<file path="config.mk">
export PLATFORM = sky130hd
export DESIGN_NAME = prkm_win_cell
export DESIGN_NICKNAME = d
export VERILOG_FILES = /design/src/prkm_pkg.sv /design/src/prkm_win_cell.sv
export SDC_FILE = /design/constraint.sdc
export NUM_CORES = 1
export LEC_CHECK = 0
export BUFFER_PORTS_ARGS = -buffer_cell sky130_fd_sc_hd__buf_2
export CAP_MARGIN = 20
export CORE_AREA = 10 10 47 49
export CTS_CLUSTER_DIAMETER = 30
export CTS_CLUSTER_SIZE = 12
export DETAILED_ROUTE_END_ITERATION = 12
export DIE_AREA = 0 0 57 59
export PLACE_DENSITY_LB_ADDON = 0.3
export SLEW_MARGIN = 10
export SYNTH_ARGS = -nofsm -noshare
export SYNTH_HDL_FRONTEND = slang
export SYNTH_SLANG_ARGS = --single-unit
export TNS_END_PERCENT = 20
</file>
<file path="constraint.sdc">
create_clock -name clk -period 1.85 [get_ports clk]
set_clock_uncertainty 0.1 [all_clocks]
set_input_delay 0.0925 -clock clk [delete_from_list [all_inputs] [get_ports clk]]
set_output_delay 0.0925 -clock clk [all_outputs]
set_load 0.01 [all_outputs]
</file>
<file path="src/prkm_pkg.sv">
// Package: keyword ROM, field widths and shared types for the keyword matcher
`default_nettype none
package prkm_pkg;

    localparam int NumKeywordsDefault  = 160;
    localparam int MaxKeywordLenDefault = 24;
    localparam int ChunkBytesDefault   = 262144;
    localparam int RomWords            = 145;
    localparam int SlotChars           = 24;

    localparam logic [7:0] TextLo = 8'h20;
    localparam logic [7:0] TextHi = 8'h7E;

    localparam logic [4:0] MinRunReset = 5'd5;
    localparam logic [7:0] MaxDetReset = 8'd8;

    // register indexes on the configuration port
    localparam logic [0:0] RegMinRun = 1'b0;
    localparam logic [0:0] RegMaxDet = 1'b1;

    typedef struct packed {
        logic [SlotChars*8-1:0] text;   // character 0 in bits [7:0]
        logic [4:0]             len;
        logic [3:0]             cat;
        logic                   crit;
    } rom_word_t;

    // a space in the keyword text stands for an underscore
    function automatic rom_word_t mk(input string s, input int c, input int k);
        rom_word_t w;
        w.text = '0;
        for (int i = 0; i < SlotChars; i++)
        begin
            if (i < s.len())
            begin
                if (s[i] == " ")
                begin
                    w.text[i*8 +: 8] = "_";
                end
                else
                begin
                    w.text[i*8 +: 8] = s[i];
                end
            end
        end
        w.len  = 5'(s.len());
        w.cat  = 4'(c);
        w.crit = 1'(k);
        return w;
    endfunction

    function automatic rom_word_t word_rom(input int idx);
        rom_word_t w;
        w = '0;
        case (idx)
            0: w = mk("aimbot",0,1);          1: w = mk("aim bot",0,1);
            2: w = mk("silentaim",0,1);       3: w = mk("silent aim",0,1);
            4: w = mk("triggerbot",0,1);      5: w = mk("trigger bot",0,1);
            6: w = mk("fovcheat",0,1);        7: w = mk("aimassist",0,0);
            8: w = mk("aimkey",0,0);
            9: w = mk("esp draw",1,1);        10: w = mk("wallhack",1,1);
            11: w = mk("wall hack",1,1);      12: w = mk("boneesp",1,1);
            13: w = mk("playeresp",1,1);      14: w = mk("esp box",1,1);
            15: w = mk("espcolor",1,0);       16: w = mk("chams",1,0);
            17: w = mk("glowhack",1,0);
            18: w = mk("redenginelib",2,1);   19: w = mk("red-engine",2,1);
            20: w = mk("redengine",2,1);      21: w = mk("flkbypass",2,1);
            22: w = mk("flk bypass",2,1);     23: w = mk("anti-echo",2,1);
            24: w = mk("antiecho",2,1);       25: w = mk("headshot.dll",2,1);
            26: w = mk("tzxcheat",2,1);       27: w = mk("quantaclient",2,1);
            28: w = mk("quanta client",2,1);  29: w = mk("doomsdaycheat",2,1);
            30: w = mk("doomsday cheat",2,1); 31: w = mk("crusadercheat",2,1);
            32: w = mk("hydroncheat",2,1);    33: w = mk("unicoilcheat",2,1);
            34: w = mk("vegacheat",2,1);      35: w = mk("ring1cheat",2,1);
            36: w = mk("ring-1cheat",2,1);    37: w = mk("rihnocheat",2,1);
            38: w = mk("rihno client",2,1);   39: w = mk("novaclient",2,1);
            40: w = mk("grimclient",2,1);     41: w = mk("prestigeclient",2,1);
            42: w = mk("1337cheat",2,1);      43: w = mk("hydrogencheat",2,1);
            44: w = mk("unicorecheat",2,1);   45: w = mk("qualaclient",2,1);
            46: w = mk("skriptcheat",2,1);    47: w = mk("0xcheats",2,1);
            48: w = mk("venacycheat",2,1);    49: w = mk("bebettercheat",2,1);
            50: w = mk("binarycheat",2,1);    51: w = mk("hxcheats",2,1);
            52: w = mk("bypass.fun",2,1);
            53: w = mk("hdplayercheat",3,1);  54: w = mk("hddplayer",3,1);
            55: w = mk("hdd player",3,1);     56: w = mk("externalcheat",3,1);
            57: w = mk("external cheat",3,1); 58: w = mk("externalmem",3,1);
            59: w = mk("external mem",3,1);
            60: w = mk("bstkvmm",4,1);        61: w = mk("bst kvmm",4,1);
            62: w = mk("kdmapper",4,1);       63: w = mk("kdu.exe",4,1);
            64: w = mk("rawdriver",4,1);      65: w = mk("kernelbypass",4,1);
            66: w = mk("kernel bypass",4,1);  67: w = mk("blackbone",4,1);
            68: w = mk("turla",4,1);          69: w = mk("xenos64",4,0);
            70: w = mk("drivermap",4,0);
            71: w = mk("pcileech",5,1);       72: w = mk("pcie leech",5,1);
            73: w = mk("dma cheat",5,1);      74: w = mk("fpgacheat",5,1);
            75: w = mk("spoofedfirmware",5,1);
            76: w = mk("spoofed firmware",5,1);
            77: w = mk("kmboxnet",5,1);       78: w = mk("kmbox net",5,1);
            79: w = mk("extremeinject",6,1);  80: w = mk("extreme inject",6,1);
            81: w = mk("injector.exe",6,1);   82: w = mk("manualmap",6,1);
            83: w = mk("manual map",6,1);     84: w = mk("galib",6,1);
            85: w = mk("ga lib",6,1);         86: w = mk("gvaclient",6,1);
            87: w = mk("gva client",6,1);     88: w = mk("gva mem",6,1);
            89: w = mk("gva.mem",6,1);        90: w = mk("hiddenxcheat",6,1);
            91: w = mk("hiddenx cheat",6,1);  92: w = mk("garv",6,1);
            93: w = mk("garv cheat",6,1);
            94: w = mk("memread",7,0);        95: w = mk("mem read",7,0);
            96: w = mk("readmem",7,0);        97: w = mk("vmread",7,0);
            98: w = mk("vm read ex",7,0);
            99: w = mk("writeprocessmemory hook",7,0);
            100: w = mk("ntreadprocess",7,0);
            101: w = mk("adb.exe",8,1);       102: w = mk("adb cheat",8,1);
            103: w = mk("bluestackshack",8,1);
            104: w = mk("bluestacks hack",8,1);
            105: w = mk("hwid spoofer",9,1);  106: w = mk("hwid-spoofer",9,1);
            107: w = mk("hwidspoofer",9,1);   108: w = mk("serialspoof",9,1);
            109: w = mk("serial spoof",9,1);  110: w = mk("diskspoofer",9,1);
            111: w = mk("disk spoofer",9,1);  112: w = mk("macspoofer",9,0);
            113: w = mk("mac spoofer",9,0);   114: w = mk("banbypass",9,1);
            115: w = mk("ban bypass",9,1);
            116: w = mk("freshbypass",10,1);  117: w = mk("fresh bypass",10,1);
            118: w = mk("unknownbypass",10,1);
            119: w = mk("unknown bypass",10,1);
            120: w = mk("eventlogbypass",10,1);
            121: w = mk("eventlog bypass",10,1);
            122: w = mk("vhd bypass",10,1);
            123: w = mk("virtualdiskbypass",10,1);
            124: w = mk("journalbypass",10,1);
            125: w = mk("journal bypass",10,1);
            126: w = mk("taskschedbypass",10,0);
            127: w = mk("prefetchbypass",10,0);
            128: w = mk("mousescript",11,0);  129: w = mk("mouse script",11,0);
            130: w = mk("mousemacro",11,0);   131: w = mk("mouse macro",11,0);
            132: w = mk("onboard macro",11,0);
            133: w = mk("onboardmemory",11,0);
            134: w = mk("recoilscript",11,0); 135: w = mk("recoil script",11,0);
            136: w = mk("norecoilscript",11,0);
            137: w = mk("rapidfire",11,0);    138: w = mk("rapid fire",11,0);
            139: w = mk("rpfcheat",12,1);     140: w = mk("rpf cheat",12,1);
            141: w = mk("luacheat",12,1);     142: w = mk("lua cheat",12,1);
            143: w = mk("luainjector",12,1);  144: w = mk("lua injector",12,1);
            default: w = '0;
        endcase
        return w;
    endfunction

    // one window position handed from cell to cell
    typedef struct packed {
        logic       vld;
        logic [7:0] ch;
    } win_tap_t;

    // per-byte control broadcast to the keyword cells
    typedef struct packed {
        logic shift;    // printable byte enters the window
        logic fresh;    // new source: earlier hits gone before this byte
        logic clear;    // run closed on this byte: forget all hits
    } cell_ctl_t;

endpackage
`default_nettype wire

</file>
<file path="src/prkm_win_cell.sv">
// One stage of the lowercased byte window, passing its byte to the next stage
`default_nettype none
module prkm_win_cell
    import prkm_pkg::*;
(
    input  wire logic       clk,
    input  wire logic       rst_n,
    input  wire logic       shift,
    input  wire logic [7:0] din,
    output logic      [7:0] dout
);
    logic [7:0] byte_reg;

    always_ff @(posedge clk or negedge rst_n)
    begin
        if (!rst_n)
        begin
            byte_reg <= '0;
        end
        else if (shift)
        begin
            byte_reg <= din;
        end
    end

    assign dout = byte_reg;
endmodule
`default_nettype wire

</file>
==> impl_metrics.env <==
export IMPL_gp_congestion=0.673
export IMPL_grt_pass1_wl_um=1440
export IMPL_crit_fanout=1
export IMPL_start_util_pct=23.7
export IMPL_fin_setup_tns_ns=0
export IMPL_syn_area_um2=332
export IMPL_drive_gt1_share_pct=63.0
export IMPL_max_freq_mhz=1040
export IMPL_final_common_cell="buf_2"
export IMPL_grt_max_degree=9
export IMPL_overflow=0
export IMPL_p_int_uw=324
export IMPL_synth_cell_types=3
export IMPL_synth_seq_area_share_pct=60.4
export IMPL_die_x_um=57
export IMPL_dpl_cell_area_um2=430
export IMPL_htree_levels=1
export IMPL_largest_reg_flops=8
export IMPL_min_period_ns=0.962
export IMPL_p_sw_uw=100
export IMPL_relSlewSlack_pct=82.2
export IMPL_insertion_delay_ns=0.25
export IMPL_leakagePower_uw=0.000282
export IMPL_crit_arrival_ns=0.99
export IMPL_end_kind="register"
export IMPL_finalCritPeriodShare_pct=52.0
export IMPL_ant_nets=0
export IMPL_power_per_cell_area_nw_per_um2=781
export IMPL_drc=0
export IMPL_pwr_share_seq_pct=47.5
export IMPL_hold_ws_ns=0.123
export IMPL_drv_slew=0
export IMPL_antennaDiodeCount=0
export IMPL_num_rows=14
export IMPL_area_growth_synth_to_final_pct=63.8
export IMPL_switching_share_pct=23.6
export IMPL_syn_nets=28
export IMPL_drt_total_wl_um=842
export IMPL_via_per_inst=3.87
export IMPL_finalInstanceArea_um2=543
export IMPL_status="finished clean"
export IMPL_final_util_pct=38.8
export IMPL_final_cell_mix="18 x buf_2, 9 x dlygate4sd3_1, 8 x mux2_4, 8 x dfrtp_1, 3 x clkbuf_4"
export IMPL_cp_required_ns=1.88
export IMPL_cts_sinks=8
export IMPL_nets=59
export IMPL_io_buffers=18
export IMPL_num_vias=240
export IMPL_routedWlPerCell_um=13.6
export IMPL_ios=19
export IMPL_peakVddDrop_uv=379
export IMPL_yosysWarnings=0
export IMPL_clockBufferDepth=2
export IMPL_track_usage_pct=5.70
export IMPL_first_iter_violations=0
export IMPL_cts_root_buf="clkbuf_4"
export IMPL_rsz0062_at_grt="false"
export IMPL_cts_tree="built"
export IMPL_start_kind="primary input"
export IMPL_max_cap_viol_count=0
export IMPL_dr_pass1_iters=1
export IMPL_critical_path_class="in2reg"
export IMPL_p_comb_share_pct=21.3
export IMPL_finalHoldViolations=0
export IMPL_hp_class="in2async"
export IMPL_clkPwrFrac_pct=31.1
export IMPL_antenna_found_initial=0
export IMPL_tightest_slew_ns=0.267
export IMPL_dieArea_um2=3360
export IMPL_syn_area_per_cell_um2=19.5
export IMPL_ys_ff_latch=8
export IMPL_grt_pass1_vias=290
export IMPL_total_power_uw=424
export IMPL_die_y_um=59
export IMPL_clkTransAtPathRegs_ns=0.05
export IMPL_cts_made_buffers=3
export IMPL_coreArea_um2=1400
export IMPL_finalSetupViolations=0
export IMPL_synth_cells=17
## final timing paths
| path | startpoint | to | slack, ns | cells after the start |
|---|---|---|---|---|
| max | din[0] | dout[0] | 0.89 | 3 |
| min | rst_n | dout[0] | 0.12 | 2 |
| max reg2reg | dout[0] | dout[0] | 0.98 | 1 |
| min reg2reg | dout[7] | dout[7] | 0.41 | 1 |
| max in group asynchronous | rst_n | dout[4] | 1.36 | 2 |
| min in group clk | shift | dout[2] | 0.19 | 2 |
## power by group through the flow
stage	Combinational (uW)	Clock (uW)	Sequential [uW]
detailed placement	78.5	0	204
global route	98.8	159	204
floorplan	34.4	0	213
CTS	93.2	140	202
finish	90.5	132	202
global placement	76.9	0	204
## Yosys cell counts, drive strengths merged
cell	instances	area, um2
buf	1	11.3
dfrtp	8	200
mux2	8	120
## per-stage QoR
| stage | setup WS, ns | cells |
|---|---|---|
| final | 0.888 | 62 |
| after CTS | 0.869 | 62 |
| after global placement | 0.960 | 50 |
| after floorplan | 0.971 | 17 |
| after global routing | 0.829 | 62 |
| after detailed placement | 0.927 | 50 |
## final cells by class
cell class / count / area [um2]
clock buffer: 3 / 22.5
fill: 152 / 858
multi-input combinational: 8 / 120
sequential: 8 / 200
tap: 16 / 20.0
timing repair buffer: 27 / 180
## cell families after synthesis
| family | synth area share [%] |
|---|---|
| mux | 36.2 |
| flops | 60.4 |
| buf+inv | 3.40 |
## worst max-delay path, cell delays in order
cell	delay [ns]
dlygate4sd3_1	0.53
buf_2	0.12
mux2_4	0.25
## what timing repair did
| item | 4_1_cts | 5_1_grt |
|---|---|---|
| hold buffers | 9 | 0 |
| resized for setup | 0 | 0 |
| setup buffers | 0 | 0 |
| hold endpoints to repair | 16 | 0 |
## metal layers
layer / vias up / GRT usage [%] / routed length [um]
li1: 117 / - / -
met4: 0 / 1.01 / 0
met3: 0 / 5.36 / 107
met2: 13 / 8.37 / 351
met5: - / 0 / 0
met1: 110 / 5.94 / 383
(Power assumes the default switching activity.)
