**config.mk**
```make
export PLATFORM = sky130hd
export DESIGN_NAME = prkm_kw_cell
export DESIGN_NICKNAME = d
export VERILOG_FILES = /design/src/prkm_pkg.sv /design/src/prkm_kw_cell.sv
export SDC_FILE = /design/constraint.sdc
export NUM_CORES = 1
export LEC_CHECK = 0
export CORE_AREA = 2 2 91 93
export DETAILED_ROUTE_END_ITERATION = 12
export DIE_AREA = 0 0 93 95
export DONT_BUFFER_PORTS = 1
export PLACE_DENSITY = 0.41
export SLEW_MARGIN = 20
export SYNTH_ARGS = -nofsm -noshare
export SYNTH_HDL_FRONTEND = slang
export SYNTH_SLANG_ARGS = --single-unit
```
**constraint.sdc**
```tcl
create_clock -name clk -period 3.75 [get_ports clk]
set_clock_uncertainty 0.1 [all_clocks]
set_input_delay 0.1875 -clock clk [delete_from_list [all_inputs] [get_ports clk]]
set_output_delay 0.1875 -clock clk [all_outputs]
set_load 0.05 [all_outputs]
```
**src/prkm_pkg.sv**
```systemverilog
// Package: keyword ROM, field widths and shared types for the keyword matcher
`default_nettype none
package prkm_pkg;

    localparam int NumKeywordsDefault  = 160;
    localparam int MaxKeywordLenDefault = 24;
    localparam int ChunkBytesDefault   = 262144;
    localparam int RomWords            = 145;
    localparam int SlotChars           = 24;

    localparam logic [7:0] TextLo = 8'h20;
    localparam logic [7:0] TextHi = 8'h7E;

    localparam logic [4:0] MinRunReset = 5'd5;
    localparam logic [7:0] MaxDetReset = 8'd8;

    // register indexes on the configuration port
    localparam logic [0:0] RegMinRun = 1'b0;
    localparam logic [0:0] RegMaxDet = 1'b1;

    typedef struct packed {
        logic [SlotChars*8-1:0] text;   // character 0 in bits [7:0]
        logic [4:0]             len;
        logic [3:0]             cat;
        logic                   crit;
    } rom_word_t;

    // a space in the keyword text stands for an underscore
    function automatic rom_word_t mk(input string s, input int c, input int k);
        rom_word_t w;
        w.text = '0;
        for (int i = 0; i < SlotChars; i++)
        begin
            if (i < s.len())
            begin
                if (s[i] == " ")
                begin
                    w.text[i*8 +: 8] = "_";
                end
                else
                begin
                    w.text[i*8 +: 8] = s[i];
                end
            end
        end
        w.len  = 5'(s.len());
        w.cat  = 4'(c);
        w.crit = 1'(k);
        return w;
    endfunction

    function automatic rom_word_t word_rom(input int idx);
        rom_word_t w;
        w = '0;
        case (idx)
            0: w = mk("aimbot",0,1);          1: w = mk("aim bot",0,1);
            2: w = mk("silentaim",0,1);       3: w = mk("silent aim",0,1);
            4: w = mk("triggerbot",0,1);      5: w = mk("trigger bot",0,1);
            6: w = mk("fovcheat",0,1);        7: w = mk("aimassist",0,0);
            8: w = mk("aimkey",0,0);
            9: w = mk("esp draw",1,1);        10: w = mk("wallhack",1,1);
            11: w = mk("wall hack",1,1);      12: w = mk("boneesp",1,1);
            13: w = mk("playeresp",1,1);      14: w = mk("esp box",1,1);
            15: w = mk("espcolor",1,0);       16: w = mk("chams",1,0);
            17: w = mk("glowhack",1,0);
            18: w = mk("redenginelib",2,1);   19: w = mk("red-engine",2,1);
            20: w = mk("redengine",2,1);      21: w = mk("flkbypass",2,1);
            22: w = mk("flk bypass",2,1);     23: w = mk("anti-echo",2,1);
            24: w = mk("antiecho",2,1);       25: w = mk("headshot.dll",2,1);
            26: w = mk("tzxcheat",2,1);       27: w = mk("quantaclient",2,1);
            28: w = mk("quanta client",2,1);  29: w = mk("doomsdaycheat",2,1);
            30: w = mk("doomsday cheat",2,1); 31: w = mk("crusadercheat",2,1);
            32: w = mk("hydroncheat",2,1);    33: w = mk("unicoilcheat",2,1);
            34: w = mk("vegacheat",2,1);      35: w = mk("ring1cheat",2,1);
            36: w = mk("ring-1cheat",2,1);    37: w = mk("rihnocheat",2,1);
            38: w = mk("rihno client",2,1);   39: w = mk("novaclient",2,1);
            40: w = mk("grimclient",2,1);     41: w = mk("prestigeclient",2,1);
            42: w = mk("1337cheat",2,1);      43: w = mk("hydrogencheat",2,1);
            44: w = mk("unicorecheat",2,1);   45: w = mk("qualaclient",2,1);
            46: w = mk("skriptcheat",2,1);    47: w = mk("0xcheats",2,1);
            48: w = mk("venacycheat",2,1);    49: w = mk("bebettercheat",2,1);
            50: w = mk("binarycheat",2,1);    51: w = mk("hxcheats",2,1);
            52: w = mk("bypass.fun",2,1);
            53: w = mk("hdplayercheat",3,1);  54: w = mk("hddplayer",3,1);
            55: w = mk("hdd player",3,1);     56: w = mk("externalcheat",3,1);
            57: w = mk("external cheat",3,1); 58: w = mk("externalmem",3,1);
            59: w = mk("external mem",3,1);
            60: w = mk("bstkvmm",4,1);        61: w = mk("bst kvmm",4,1);
            62: w = mk("kdmapper",4,1);       63: w = mk("kdu.exe",4,1);
            64: w = mk("rawdriver",4,1);      65: w = mk("kernelbypass",4,1);
            66: w = mk("kernel bypass",4,1);  67: w = mk("blackbone",4,1);
            68: w = mk("turla",4,1);          69: w = mk("xenos64",4,0);
            70: w = mk("drivermap",4,0);
            71: w = mk("pcileech",5,1);       72: w = mk("pcie leech",5,1);
            73: w = mk("dma cheat",5,1);      74: w = mk("fpgacheat",5,1);
            75: w = mk("spoofedfirmware",5,1);
            76: w = mk("spoofed firmware",5,1);
            77: w = mk("kmboxnet",5,1);       78: w = mk("kmbox net",5,1);
            79: w = mk("extremeinject",6,1);  80: w = mk("extreme inject",6,1);
            81: w = mk("injector.exe",6,1);   82: w = mk("manualmap",6,1);
            83: w = mk("manual map",6,1);     84: w = mk("galib",6,1);
            85: w = mk("ga lib",6,1);         86: w = mk("gvaclient",6,1);
            87: w = mk("gva client",6,1);     88: w = mk("gva mem",6,1);
            89: w = mk("gva.mem",6,1);        90: w = mk("hiddenxcheat",6,1);
            91: w = mk("hiddenx cheat",6,1);  92: w = mk("garv",6,1);
            93: w = mk("garv cheat",6,1);
            94: w = mk("memread",7,0);        95: w = mk("mem read",7,0);
            96: w = mk("readmem",7,0);        97: w = mk("vmread",7,0);
            98: w = mk("vm read ex",7,0);
            99: w = mk("writeprocessmemory hook",7,0);
            100: w = mk("ntreadprocess",7,0);
            101: w = mk("adb.exe",8,1);       102: w = mk("adb cheat",8,1);
            103: w = mk("bluestackshack",8,1);
            104: w = mk("bluestacks hack",8,1);
            105: w = mk("hwid spoofer",9,1);  106: w = mk("hwid-spoofer",9,1);
            107: w = mk("hwidspoofer",9,1);   108: w = mk("serialspoof",9,1);
            109: w = mk("serial spoof",9,1);  110: w = mk("diskspoofer",9,1);
            111: w = mk("disk spoofer",9,1);  112: w = mk("macspoofer",9,0);
            113: w = mk("mac spoofer",9,0);   114: w = mk("banbypass",9,1);
            115: w = mk("ban bypass",9,1);
            116: w = mk("freshbypass",10,1);  117: w = mk("fresh bypass",10,1);
            118: w = mk("unknownbypass",10,1);
            119: w = mk("unknown bypass",10,1);
            120: w = mk("eventlogbypass",10,1);
            121: w = mk("eventlog bypass",10,1);
            122: w = mk("vhd bypass",10,1);
            123: w = mk("virtualdiskbypass",10,1);
            124: w = mk("journalbypass",10,1);
            125: w = mk("journal bypass",10,1);
            126: w = mk("taskschedbypass",10,0);
            127: w = mk("prefetchbypass",10,0);
            128: w = mk("mousescript",11,0);  129: w = mk("mouse script",11,0);
            130: w = mk("mousemacro",11,0);   131: w = mk("mouse macro",11,0);
            132: w = mk("onboard macro",11,0);
            133: w = mk("onboardmemory",11,0);
            134: w = mk("recoilscript",11,0); 135: w = mk("recoil script",11,0);
            136: w = mk("norecoilscript",11,0);
            137: w = mk("rapidfire",11,0);    138: w = mk("rapid fire",11,0);
            139: w = mk("rpfcheat",12,1);     140: w = mk("rpf cheat",12,1);
            141: w = mk("luacheat",12,1);     142: w = mk("lua cheat",12,1);
            143: w = mk("luainjector",12,1);  144: w = mk("lua injector",12,1);
            default: w = '0;
        endcase
        return w;
    endfunction

    // one window position handed from cell to cell
    typedef struct packed {
        logic       vld;
        logic [7:0] ch;
    } win_tap_t;

    // per-byte control broadcast to the keyword cells
    typedef struct packed {
        logic shift;    // printable byte enters the window
        logic fresh;    // new source: earlier hits gone before this byte
        logic clear;    // run closed on this byte: forget all hits
    } cell_ctl_t;

endpackage
`default_nettype wire

```
**src/prkm_kw_cell.sv**
```systemverilog
// Keyword cell: compares one ROM keyword against the window and holds its first hit
`default_nettype none
module prkm_kw_cell
    import prkm_pkg::*;
#(
    parameter int KW_IDX      = 0,
    parameter int MAX_KW_LEN  = MaxKeywordLenDefault,
    parameter int CNT_W       = 19,
    parameter int OFF_W       = 18
)
(
    input  wire logic                  clk,
    input  wire logic                  rst_n,
    input  wire cell_ctl_t             ctl,
    input  wire logic [MAX_KW_LEN*8-1:0] win,      // newest byte at [7:0]
    input  wire logic [CNT_W-1:0]      cnt_next,   // run count including this byte
    output logic                       hit_now,    // hit in the run up to this byte
    output logic      [OFF_W-1:0]      off_now     // first-hit offset seen with hit_now
);
    localparam rom_word_t Word = word_rom(KW_IDX);
    localparam int        Len  = int'(Word.len);
    localparam bit        Usable = (Len > 0) && (Len <= MAX_KW_LEN);

    logic             hit_reg;
    logic [OFF_W-1:0] off_reg;
    logic             match;
    logic             live;     // stored hit still belongs to the open run
    logic             new_hit;

    // window position Len-1-j must equal keyword character j
    always_comb
    begin
        match = Usable && (cnt_next >= CNT_W'(Len));
        for (int j = 0; j < MAX_KW_LEN; j++)
        begin
            if (j < Len && j < SlotChars)
            begin
                if (win[(Len-1-j)*8 +: 8] != Word.text[j*8 +: 8])
                begin
                    match = 1'b0;
                end
            end
        end
    end

    assign live    = hit_reg && !ctl.fresh;
    assign new_hit = ctl.shift && match && !live;

    always_ff @(posedge clk or negedge rst_n)
    begin
        if (!rst_n)
        begin
            hit_reg <= 1'b0;
        end
        else if (ctl.clear)
        begin
            hit_reg <= 1'b0;
        end
        else
        begin
            hit_reg <= live || (ctl.shift && match);
        end
    end

    always_ff @(posedge clk)
    begin
        if (!ctl.clear && new_hit)
        begin
            off_reg <= OFF_W'(cnt_next - CNT_W'(Len));
        end
    end

    assign hit_now = live || (ctl.shift && match);
    assign off_now = live ? off_reg : OFF_W'(cnt_next - CNT_W'(Len));
endmodule
`default_nettype wire

```
==> impl_metrics.csv <==
group,metric,value,unit
yosys,syn-instance-count,138,
flow_run,maxCapViolations,0,
sta,setup_viol,0,
worst_hold_path,hp-class,"in2reg",
sta,worstMarginPinSlew,1.04,ns
setup_path,r2r_slack,2.11,ns
layout,num-fill-cells,888,
floorplanning,ios,235,
drt,drt_pass1_iterations,4,
sta,drv_slew,0,
setup_path,worstPathArrival,2.19,ns
grt,track_usage,9.80,%
drt,drc_errors,0,
outcome,status,"finished clean",
drt,routedWlPerCell,17.1,um
clock_network,post_cts_buffers,0,
sta,max_freq,403,MHz
setup_path,cp_top_family,"simple AND/OR/NAND/NOR gates",
clock_network,cts_tree,"built",
setup_path,critPathKind,"in2out",
floorplanning,die_h,95,um
clock_network,clkSinkCount,19,
setup_path,crit_chain,"or4_1 -> or4_4 -> o211ai_1 -> o21ai_1",
clock_network,clockBufferDepth,2,
layout,area_delta_synth_final,16.7,%
setup_path,cp.required,3.46,ns
setup_path,cp_slowest_cell,"or4_1",
clock_network,clock_latency,0.26,ns
setup_path,crit_path_max_incr_delay,0.69,ns
sta,rsz0062_at_grt,"no",
layout,drive_gt1_share,15.9,%
yosys,synth_edf_count,18,
placed_design,hpwl,3.41,mm
layout,multi_input_area,821,um2
grt,grt_pass1_vias,1234,
floorplanning,start_util,17.7,%
yosys,synthesis.area,0.00140,mm2
placed_design,routabilityCongestion,0.781,
setup_path,rr_startpoint,"hit_reg",
drt,final_antenna_net_count,0,
setup_path,end_kind,"output port",
sta,fin_crit,2.48,ns
setup_path,startpoint_type,"input pin",
yosys,ys_seq_area_share,40.3,%
grt,antenna_found_initial,0,
clock_network,cts.clk_slew.worst_paths,0.08,ns
drt,drt_iter0_markers,52,
yosys,synth_warnings,0,
yosys,postSynthAreaPerCell,10.2,um2
layout,final_nets,363,
grt,gr-total-overflow,0,
layout,largest_register_ffs,18,
clock_network,cts_buffers,3,
yosys,synth_flop_cell,"edfxtp_1",
yosys,syn-num-nets,355,
placed_design,portBuffers,0,
sta,tns,0,ns
sta,hold_violations,0,
layout,fin_util,20.7,%
floorplanning,die_area,0.00884,mm2
clock_network,cts_resized,0,
clock_network,hold_buffers,4,
worst_hold_path,hold_path.startpoint,"cnt_next[15]",
layout,antenna_cells,0,
drt,vias,1148,
sta,slew_headroom,30.9,%
setup_path,cp_max_fo,8,
layout,register_area,566,um2
grt,grt_first_pass_wirelength,6.47,mm
power,cellLeakagePower,0.519,nW
yosys,synth_cell_type_count,40,
setup_path,crit_start,"cnt_next[7]",
floorplanning,die_w,93,um
setup_path,worst-path-buf-inv,0,
clock_network,clock-root-buffer,"clkbuf_8",
power,vdd_drop_max,0.0823,mV
floorplanning,num_rows,33,
drt,vias_per_cell,4.59,
clock_network,cts_max_level,1,
yosys,async_flop_share,5.26,%
sta,finalCritPeriodShare,66.1,%
grt,grt_max_degree,19,
floorplanning,coreArea,0.00793,mm2
drt,routed_wl,4.28,mm
yosys,synth_seq_cells,19,
power,power_density,295,mW/mm2
[worst register-to-register path, delay by kind of cell (launching register included)]
kind	cells	cell delay, ns
flops	1	0.37
simple gates	2	0.36
buf+inv	2	0.49
[cell usage in the layout (no fill, tap or decap), drive strengths merged, types with 5 or more instances in the layout]
master  count
edfxtp     18
nor3        6
nor4        8
nor2       13
xor2       10
nand4b      9
nand2      14
xnor2       5
or4         7
mux2       10
[logic make-up after synthesis]
kind of cell               synth area share (%)
xor gates and xnor gates                   9.89
AOI/OAI and AO/OA                          5.08
buffers and inverters                      1.69
muxes                                      8.02
adders and majority gates                 0.891
and+or+nand+nor                            34.1
DFF                                        40.3
[report_power, final]
group	leakage [nW]	internal, mW	switching, mW	total (mW)
clock	0.0255	0.0741	0.0768	0.151
sequential	0.176	0.233	0.000000000000000127	0.233
combinational	0.318	0.0288	0.0703	0.0991
total	0.519	0.336	0.147	0.483
[final cells by class]
cell class,count,share of cell area (%)
multi-input combinational,113,50.1
sequential,19,34.5
tap,105,8.02
timing repair buffer,8,4.28
clock buffer,3,2.52
clock inverter,1,0.306
inverter,1,0.229
[synth_stat cells, types with 2 or more instances]
library cell	instances	area, um2
nor4b_1	2	17.5
nand3_1	2	10.0
nand2b_1	2	12.5
and3_1	2	12.5
nand2_1	14	52.6
or3_1	2	12.5
clkbuf_1	4	15.0
xor2_1	10	87.6
and2_1	2	12.5
or4_1	6	45.0
nor3_1	6	30.0
o211ai_1	2	15.0
a221o_1	2	20.0
nor2_1	13	48.8
xnor2_1	4	35.0
edfxtp_1	18	541
mux2_2	9	101
nor4_1	7	43.8
nor4bb_1	2	20.0
nand4b_1	9	78.8
[metrics by stage]
step / hold WS [ns] / cell area (um2) / std cells / total power, mW / setup WS, ns
after floorplan: -0.208 / 1400 / 138 / 0.326 / 0.240
after global placement: -0.208 / 1550 / 242 / 0.334 / 1.26
after detailed placement: -0.208 / 1550 / 242 / 0.334 / 1.27
after CTS: 0.0135 / 1640 / 250 / 0.491 / 1.27
after global routing: 0.0143 / 1640 / 250 / 0.507 / 1.19
final: 0.0198 / 1640 / 250 / 0.483 / 1.27
[layer usage]
layer | share of wire (%) | vias to the layer above | GRT usage (%)
li1 | - | 549 | -
met4 | 0.35 | 0 | 1.47
met1 | 40 | 519 | 11.5
met3 | 11 | 2 | 4.07
met5 | 0 | - | 0
met2 | 48 | 78 | 17.1
[final timing paths]
check / endpoint / cells past startpoint
setup / recovery: hit_now / 4
hold / removal: off_reg[15] / 1
setup reg to reg: off_reg[16] / 4
hold reg to reg: hit_reg / 2
max in group asynchronous: hit_reg / 1
min in group asynchronous: hit_reg / 1
No activity file was read; power rests on OpenSTA's default activity.
